### config.mk
export PLATFORM = sky130hd
export DESIGN_NAME = positional_list_engine_core
export DESIGN_NICKNAME = d
export VERILOG_FILES = /design/src/hdl/ple_pkg.sv /design/src/hdl/positional_list_engine_core.sv /design/src/hdl/ple_cell.sv
export SDC_FILE = /design/constraint.sdc
export NUM_CORES = 1
export LEC_CHECK = 0
export BUFFER_PORTS_ARGS = -buffer_cell sky130_fd_sc_hd__buf_2
export CORE_ASPECT_RATIO = 1.5
export CORE_MARGIN = 8
export CORE_UTILIZATION = 45
export CTS_CLUSTER_DIAMETER = 40
export CTS_CLUSTER_SIZE = 12
export DETAILED_ROUTE_END_ITERATION = 10
export HOLD_SLACK_MARGIN = 0.03
export PLACE_DENSITY = 0.59
export SYNTH_ARGS = -nofsm -noshare
export SYNTH_HDL_FRONTEND = slang
export SYNTH_SLANG_ARGS = --single-unit
export TNS_END_PERCENT = 50
### constraint.sdc
create_clock -name clk -period 5.5 [get_ports clk]
set_input_delay 0.825 -clock clk [delete_from_list [all_inputs] [get_ports clk]]
set_output_delay 0.825 -clock clk [all_outputs]
set_load 0.01 [all_outputs]
### src/hdl/ple_pkg.sv
// shared types and constants for the positional list engine
// no dependencies
package ple_pkg;

    localparam int DEPTH      = 16;
    localparam int ITEM_WIDTH = 32;
    localparam int IDX_W      = $clog2(DEPTH);
    localparam int COUNT_W    = $clog2(DEPTH + 1);
    localparam int POS_W      = 8;
    localparam int CMP_W      = (COUNT_W > POS_W) ? COUNT_W : POS_W;

    localparam int OP_W       = 2;
    localparam int STATUS_W   = 2;
    localparam int DATA_W     = 32;
    localparam int LEN_W      = 5;

    localparam int IN_BITS    = OP_W + POS_W + DATA_W;
    localparam int IN_W       = ((IN_BITS + 7) / 8) * 8;
    localparam int OUT_BITS   = STATUS_W + DATA_W + LEN_W;
    localparam int OUT_W      = ((OUT_BITS + 7) / 8) * 8;

    localparam logic [OP_W-1:0] OP_INSERT = 2'd0;
    localparam logic [OP_W-1:0] OP_GET    = 2'd1;
    localparam logic [OP_W-1:0] OP_DELETE = 2'd2;
    localparam logic [OP_W-1:0] OP_CLEAR  = 2'd3;

    localparam logic [STATUS_W-1:0] ST_OK        = 2'd0;
    localparam logic [STATUS_W-1:0] ST_NOT_FOUND = 2'd1;
    localparam logic [STATUS_W-1:0] ST_FULL      = 2'd2;

    typedef struct packed {
        logic                  ins;
        logic                  del;
        logic [IDX_W-1:0]      sel;
        logic [ITEM_WIDTH-1:0] item;
    } cell_cmd_t;

endpackage

### src/hdl/positional_list_engine_core.sv
// top level of the positional list engine: request decode, cell row, result register
// depends on ple_pkg and ple_cell
//
// Takes one request word per clock while the result register is empty or
// being drained, and returns one result word in the cycle after it is
// accepted. The cells of the row load, shift or hold together in the same
// cycle, and a read goes through an or-chain along the row, so insert, get,
// delete and clear all act on the list in the cycle they are accepted.
module positional_list_engine_core
    import ple_pkg::*;
(
    input  logic             clk,
    input  logic             rst_n,
    input  logic             s_tvalid,
    output logic             s_tready,
    input  logic [IN_W-1:0]  s_tdata,   // op, position, item_value, zero pad
    output logic             m_tvalid,
    input  logic             m_tready,
    output logic [OUT_W-1:0] m_tdata    // status, item_out, length_out, zero pad
);

    logic [COUNT_W-1:0]  count_reg;
    logic [COUNT_W-1:0]  count_next;
    logic                out_valid_reg;
    logic [OUT_BITS-1:0] out_data_reg;

    logic [OP_W-1:0]     op;
    logic [POS_W-1:0]    position;
    logic [DATA_W-1:0]   item_value;
    logic                accept;
    logic [CMP_W-1:0]    pos_x;
    logic [CMP_W-1:0]    cnt_x;
    logic                full;
    logic                in_range;
    cell_cmd_t           cmd;
    logic [STATUS_W-1:0] status;
    logic [DATA_W-1:0]   item_out;
    logic [ITEM_WIDTH-1:0] chain_item;

    logic [ITEM_WIDTH-1:0] cell_value [DEPTH];
    logic [ITEM_WIDTH-1:0] cell_read  [DEPTH+1];

    assign op         = s_tdata[OP_W-1:0];
    assign position   = s_tdata[OP_W+POS_W-1:OP_W];
    assign item_value = s_tdata[IN_BITS-1:OP_W+POS_W];

    assign s_tready = !out_valid_reg || m_tready;
    assign accept   = s_tvalid && s_tready;

    assign pos_x    = CMP_W'(position);
    assign cnt_x    = CMP_W'(count_reg);
    assign full     = (count_reg == COUNT_W'(DEPTH));
    assign in_range = (pos_x < cnt_x);

    assign chain_item = cell_read[DEPTH];

    always_comb
    begin
        cmd        = '0;
        cmd.item   = ITEM_WIDTH'(item_value);
        cmd.sel    = IDX_W'(position);
        status     = ST_OK;
        item_out   = '0;
        count_next = count_reg;
        unique case (op)
            OP_INSERT:
            begin
                if (full)
                    status = ST_FULL;
                else
                begin
                    cmd.ins    = accept;
                    if (pos_x > cnt_x)
                        cmd.sel = IDX_W'(count_reg);
                    count_next = COUNT_W'(count_reg + 1'b1);
                end
            end
            OP_GET:
            begin
                if (in_range)
                    item_out = DATA_W'(chain_item);
                else
                    status = ST_NOT_FOUND;
            end
            OP_DELETE:
            begin
                if (in_range)
                begin
                    cmd.del    = accept;
                    item_out   = DATA_W'(chain_item);
                    count_next = COUNT_W'(count_reg - 1'b1);
                end
                else
                    status = ST_NOT_FOUND;
            end
            OP_CLEAR:
            begin
                count_next = '0;
            end
            default:
            begin
                status = ST_OK;
            end
        endcase
    end

    assign cell_read[0] = '0;

    genvar g;
    generate
        for (g = 0; g < DEPTH; g++)
        begin : g_cell
            logic [ITEM_WIDTH-1:0] left_v;
            logic [ITEM_WIDTH-1:0] right_v;
            if (g == 0)
            begin : g_first
                assign left_v = '0;
            end
            else
            begin : g_mid_l
                assign left_v = cell_value[g-1];
            end
            if (g == DEPTH - 1)
            begin : g_last
                assign right_v = '0;
            end
            else
            begin : g_mid_r
                assign right_v = cell_value[g+1];
            end
            ple_cell u_cell (
                .clk         (clk),
                .cmd         (cmd),
                .my_index    (IDX_W'(g)),
                .left_value  (left_v),
                .right_value (right_v),
                .read_in     (cell_read[g]),
                .value       (cell_value[g]),
                .read_out    (cell_read[g+1])
            );
        end
    endgenerate

    always_ff @(posedge clk or negedge rst_n)
    begin
        if (!rst_n)
        begin
            count_reg     <= '0;
            out_valid_reg <= 1'b0;
        end
        else
        begin
            if (accept)
            begin
                count_reg     <= count_next;
                out_valid_reg <= 1'b1;
            end
            else if (m_tready)
                out_valid_reg <= 1'b0;
        end
    end

    always_ff @(posedge clk)
    begin
        if (accept)
            out_data_reg <= {LEN_W'(count_next), item_out, status};
    end

    assign m_tvalid = out_valid_reg;
    assign m_tdata  = OUT_W'(out_data_reg);

endmodule

### src/hdl/ple_cell.sv
// one list slot: holds an entry, shifts with its neighbors, joins the read chain
// depends on ple_pkg
module ple_cell
    import ple_pkg::*;
(
    input  logic                  clk,
    input  cell_cmd_t             cmd,
    input  logic [IDX_W-1:0]      my_index,
    input  logic [ITEM_WIDTH-1:0] left_value,
    input  logic [ITEM_WIDTH-1:0] right_value,
    input  logic [ITEM_WIDTH-1:0] read_in,
    output logic [ITEM_WIDTH-1:0] value,
    output logic [ITEM_WIDTH-1:0] read_out
);

    logic [ITEM_WIDTH-1:0] value_reg;
    logic [ITEM_WIDTH-1:0] value_next;
    logic                  hit;
    logic                  above;

    assign hit   = (my_index == cmd.sel);
    assign above = (my_index > cmd.sel);

    always_comb
    begin
        value_next = value_reg;
        if (cmd.ins)
        begin
            if (hit)
                value_next = cmd.item;
            else if (above)
                value_next = left_value;
        end
        else if (cmd.del)
        begin
            if (hit || above)
                value_next = right_value;
        end
    end

    always_ff @(posedge clk)
    begin
        value_reg <= value_next;
    end

    assign value    = value_reg;
    assign read_out = read_in | (hit ? value_reg : '0);

endmodule

==> flow_summary.toml, run 1 <==
[status]
status = "finished clean"

[routing]
wl_per_cell_um = 27.80
drt_iter0_markers = 2909
first_pass_iters = 6
post-route-drc-count = 0
wirelength_um = 103200
viasPerCell = 6.445
num_vias = 23930
detail-route-antenna-nets = 0

[floorplanning]
io_pins = 94
die_y_um = 336.4
core_area_um2 = 67780
die_w_um = 229.6
rows = 117
die-area_um2 = 77230
start_util = 0.4543

[setup_path]
crit_required_ns = 5.93
end_kind = "flip-flop"
path_cells = "inv_1 > ha_1 > and4bb_4 > nor2b_4 > nand2_2 > nor2_2 > a41o_4 > buf_4 > a22o_1 > a221oi_1 > a31oi_1"
arrival_ns = 4.95
start_kind = "flip-flop"
crit_fanout = 24
critical_path_class = "reg2reg"
cpPeakStageDelay_ns = 0.83
crit_slowest_cell = "nor2_2"
reg2reg_depth = 11

[placement]
place_inst = 3589
place.gp.congestion = 0.8164
dpl.hpwl_um = 58220
placement.io_buffers = 86

[yosys]
ys_dominant_reg_cell = "edfxtp_1"
syn_nets = 2850
post_synth.cell_area_avg_um2 = 11.05
synth_seq_cells = 557
synth_edf_count = 551
syn_inst = 2787
yosysWarnings = 0
synthArstFlopShare = 0.01077
syn_area_um2 = 30790
seq_area_frac_synth = 0.5422
ys_types = 60

[clock_tree]
htreeDepth = 3
cts_tree = "built"
clkTransAtPathRegs_ns = 0.06
cts.sinks = 557
root_buffer = "clkbuf_16"
clkLatencyLatePin_ns = 0.63
cts_max_path_buffers = 3
cts_buffers = 69

[grt]
grt_pass1_vias = 23500
antenna_found_initial = 8
grt_max_degree = 199
grt_pass1_wl_um = 152700
grt_overflow = 0
grt_usage = 0.2591

[timing]
rsz0062_at_grt = "no"
hold_viol = 0
worstMarginPinSlew_ns = 1.043
setup_violations = 0
skew_ns = 0.02477
relSlewSlack = 0.3042
max_freq_ghz = 0.2212
finalMaxSlewViolations = 0
layout_min_cycle_time_ns = 4.520
period_share = 0.8218
fin_setup_tns_ns = 0

[layout]
fin_nets = 2832
drive_gt1_frac = 0.1178
final_cell_mix = "551 x edfxtp_1, 543 x nand2_1, 448 x mux2i_1"
area_delta_synth_final_pct = 13.13
largest_reg_flops = 512
post_layout_nonfiller_instances = 3713
mostFrequentLayoutCell = "edfxtp_1"

[min_path]
hold_depth = 2
hold_path.class = "in2reg"

[job]
drv_cap = 0

[power]
ir_drop_mv = 0.2044
power_leakage_uw = 0.01212
power_density_nw_per_um2 = 306.6
worst paths after layout:
check	from	to	slack (ns)
max	count_reg[1]	out_data_reg[20]	0.98
min	s_tvalid	m_tvalid	0.42
max reg2reg	count_reg[1]	out_data_reg[20]	0.98
min reg2reg	m_tvalid	m_tvalid	0.53
max in group asynchronous	rst_n	count_reg[3]	4.75
min in group asynchronous	rst_n	count_reg[0]	0.59
cells by family (layout without fill, tap and decap cells):
logic type	Yosys count	after routing	synth area share
and+or+nand+nor	621	621	0.08000
AOI/OAI and AO/OA	856	856	0.1810
buffers and inverters	286	318	0.04396
DFF	557	557	0.5422
muxes	455	455	0.1483
adders and majority gates	11	11	0.004469
other	1	3	0.0001218
where the power goes:
part | leakage, uW | switching, uW | internal (uW) | total (uW)
Sequential | 0.00513 | 83.2 | 4790 | 4870
Combinational | 0.00589 | 748 | 377 | 1120
Clock | 0.00110 | 1900 | 2780 | 4680
cell usage after synthesis (2+ instances only):
master	number	area (um2)
a41o_1	2	20.02
nor3b_1	2	15.01
nand4_1	5	31.28
inv_1	11	41.29
a22o_1	64	560.5
mux2_2	4	45.04
a22oi_1	96	720.7
o41ai_1	4	35.03
mux2i_2	2	27.53
nor3_1	11	55.05
o31ai_1	2	15.01
a21o_1	3	22.52
nand3_1	8	40.04
dfrtp_1	6	150.1
clkbuf_1	174	653.1
buf_4	38	285.3
buf_6	10	112.6
a211oi_1	2	15.01
clkinv_1	2	7.510
nand2b_1	5	31.28
ha_1	11	137.6
a21oi_1	41	205.2
o2111a_1	32	360.4
edfxtp_1	551	16550
o211ai_1	3	22.52
nand2_1	547	2053
buf_2	50	250.2
nor2_1	23	86.33
o22ai_1	2	12.51
nor2b_1	4	25.02
o21ai_1	50	250.2
nor4_1	3	18.77
or3_1	2	12.51
and3_1	2	12.51
a31oi_1	32	200.2
mux2i_1	449	4494
a221oi_1	33	289.0
a222oi_1	65	650.6
o21ai_0	414	2072
a31o_2	2	17.52
stage by stage:
| stage | util | hold WS, ns | total power (uW) | area [um2] | worst slack, ns |
|---|---|---|---|---|---|
| detailed placement | 0.4800 | 0.5271 | 6067 | 32530 | 1.046 |
| global route | 0.5139 | 0.4025 | 10980 | 34830 | 0.9173 |
| global placement | 0.4800 | 0.5060 | 6047 | 32530 | 1.036 |
| CTS | 0.5139 | 0.3898 | 10730 | 34830 | 1.073 |
| floorplan | - | 0.5229 | 5627 | 30800 | -0.5772 |
| finish | 0.5140 | 0.4193 | 10680 | 34840 | 0.9799 |
per-layer routing:
metal	routed length, um	part of all wire	global-route usage	vias up
li1	-	-	-	10630
met3	8402	0.081	0.03914	245
met5	59	0.00057	0	-
met4	4388	0.043	0.1180	10
met2	49570	0.48	0.4300	1153
met1	40800	0.40	0.3326	11890
what timing repair did:
action / in CTS / in global routing
hold buffers: 1 / 0
buffers inserted: 0 / 0
hold endpoints to repair: 6 / 0
endpoints found under the setup margin: 0 / 0
resized for setup: 0 / 0
layout make-up:
class | instances | area, um2
fillers | 5957 | 32940
inverters | 13 | 48.80
multi-input cells | 1944 | 13060
well taps | 892 | 1116
diodes | 2 | 5.005
clock buffers | 84 | 1847
repair buffers | 184 | 1619
clock inverters | 37 | 441.7
flip-flops and latches | 557 | 16700
worst max-delay path, delay by kind of cell (launching register included):
kind	cells	cell delay, ns
and+or+nand+nor	4	1.49
AOI/OAI and AO/OA	4	1.24
buffers and inverters	2	0.66
DFF	1	0.60
adders and majority gates	1	0.31
Power figures use the tool's default switching activity.
==> run 2, diff against run 1 <==
--- a/config.mk
+++ b/config.mk
@@ -13,7 +13,7 @@
 export CTS_CLUSTER_SIZE = 12
 export DETAILED_ROUTE_END_ITERATION = 10
 export HOLD_SLACK_MARGIN = 0.03
-export PLACE_DENSITY = 0.59
+export PLACE_DENSITY = 0.57
 export SYNTH_ARGS = -nofsm -noshare
 export SYNTH_HDL_FRONTEND = slang
 export SYNTH_SLANG_ARGS = --single-unit
==> constraint.sdc (replaced) <==
create_clock -name clk -period 4.69 [get_ports clk]
set_input_delay 0.7035 -clock clk [delete_from_list [all_inputs] [get_ports clk]]
set_output_delay 0.7035 -clock clk [all_outputs]
set_load 0.01 [all_outputs]
==> flow_summary.toml, run 2 (synthesis results as in run 1) <==
[routing]
viasPerCell = 6.461
num_vias = 24030
first_pass_iters = 7
wl_per_cell_um = 28.32
post-route-drc-count = 0
drt_iter0_markers = 2998
detail-route-antenna-nets = 0
wirelength_um = 105300

[timing]
max_freq_ghz = 0.2387
layout_min_cycle_time_ns = 4.190
setup_violations = 0
fin_setup_tns_ns = 0
hold_viol = 0
relSlewSlack = 0.3035
worstMarginPinSlew_ns = 1.042
period_share = 0.8934
skew_ns = 0.02605
rsz0062_at_grt = "no"
finalMaxSlewViolations = 0

[setup_path]
critical_path_class = "reg2reg"
arrival_ns = 4.49
crit_fanout = 18
crit_slowest_cell = "a21oi_4"
path_cells = "inv_1 > ha_1 > and4bb_4 > nor2b_4 > and2_4 > nand2_1 > buf_4 > nand2_1 > o21ai_4 > a21oi_4 > buf_4"
end_kind = "flip-flop"
cpPeakStageDelay_ns = 0.88
crit_required_ns = 4.99
start_kind = "flip-flop"

[floorplanning]
die-area_um2 = 77230
core_area_um2 = 67780
start_util = 0.4543
rows = 117
die_y_um = 336.4
die_w_um = 229.6
io_pins = 94

[grt]
grt_pass1_wl_um = 156900
grt_overflow = 0
grt_usage = 0.2655
antenna_found_initial = 6
grt_max_degree = 249
grt_pass1_vias = 23770

[placement]
place.gp.congestion = 0.8557
place_inst = 3593
placed_area_um2 = 32640
placement.io_buffers = 86
dpl.hpwl_um = 60640

[job]
drv_cap = 0

[clock_tree]
root_buffer = "clkbuf_16"
cts.sinks = 557
clkLatencyLatePin_ns = 0.63
clkTransAtPathRegs_ns = 0.05
cts_tree = "built"
cts_buffers = 72
htreeDepth = 3
cts_max_path_buffers = 3

[layout]
post_layout_nonfiller_instances = 3719
final_cell_mix = "551 x edfxtp_1, 543 x nand2_1, 448 x mux2i_1"
largest_reg_flops = 512
area_delta_synth_final_pct = 13.31
design_area_um2 = 34890
fin_nets = 2839
drive_gt1_frac = 0.1224
mostFrequentLayoutCell = "edfxtp_1"

[power]
power_density_nw_per_um2 = 355.3
ir_drop_mv = 0.3018
power_uw = 12400
power_leakage_uw = 0.01214

[min_path]
hold_path.class = "in2reg"

[status]
status = "finished clean"
[run 2: repair_timing]
item,in CTS,in global routing
gates resized for setup,0,0
endpoints found under the setup margin,0,0
endpoints found under the hold margin,6,0
hold buffers,1,0
setup buffers,0,0
[run 2: power by group]
group          internal (uW)  switching [uW]
Combinational            447             890
Sequential              5620            95.0
Clock                   3040            2310
Total                   9100            3300
[run 2: per-stage QoR]
step / hold WS (ns) / util / worst slack (ns)
2_1_floorplan: 0.4079 / - / -0.6717
3_3_place_gp: 0.5039 / 0.4815 / 0.4696
3_5_place_dp: 0.5457 / 0.4815 / 0.4768
4_1_cts: 0.2993 / 0.5148 / 0.5661
5_1_grt: 0.3504 / 0.5148 / 0.3035
6_report: 0.3266 / 0.5148 / 0.5000
[run 2: cell type report]
| cell class | count | area, um2 |
|---|---|---|
| flip-flops and latches | 557 | 16700 |
| diodes | 1 | 2.502 |
| repair buffers | 188 | 1712 |
| well taps | 892 | 1116 |
| clock buffers | 84 | 1932 |
| clock inverters | 40 | 311.5 |
| multi-input cells | 1944 | 13080 |
| fillers | 5991 | 32880 |
| inverters | 13 | 48.80 |
[run 2: critical path: cells and delay by family (launching register included)]
family / cells / cell delay (ns)
buffers and inverters: 3 / 0.90
adders and majority gates: 1 / 0.29
AOI/OAI and AO/OA: 2 / 1.08
and+or+nand+nor: 5 / 0.98
DFF: 1 / 0.61
[run 2: worst paths after layout]
| kind | start | end | slack, ns | cells after the start |
|---|---|---|---|---|
| max reg2reg | count_reg[1] | g_cell[4].u_cell.value[19] | 0.50 | 11 |
| max | count_reg[1] | g_cell[4].u_cell.value[19] | 0.50 | 11 |
| min | s_tvalid | m_tvalid | 0.33 | 2 |
| min in group asynchronous | rst_n | count_reg[4] | 0.46 | 2 |
| min reg2reg | g_cell[15].u_cell.value[16] | g_cell[14].u_cell.value[16] | 0.56 | 2 |
| max in group asynchronous | rst_n | m_tvalid | 4.08 | 2 |
[run 2: metal layers]
layer,share of wire,up-vias,track usage
met5,0.00026,-,0
met4,0.039,4,0.1200
met3,0.087,252,0.04226
met2,0.49,1298,0.4487
met1,0.38,11830,0.3328
li1,-,10650,-
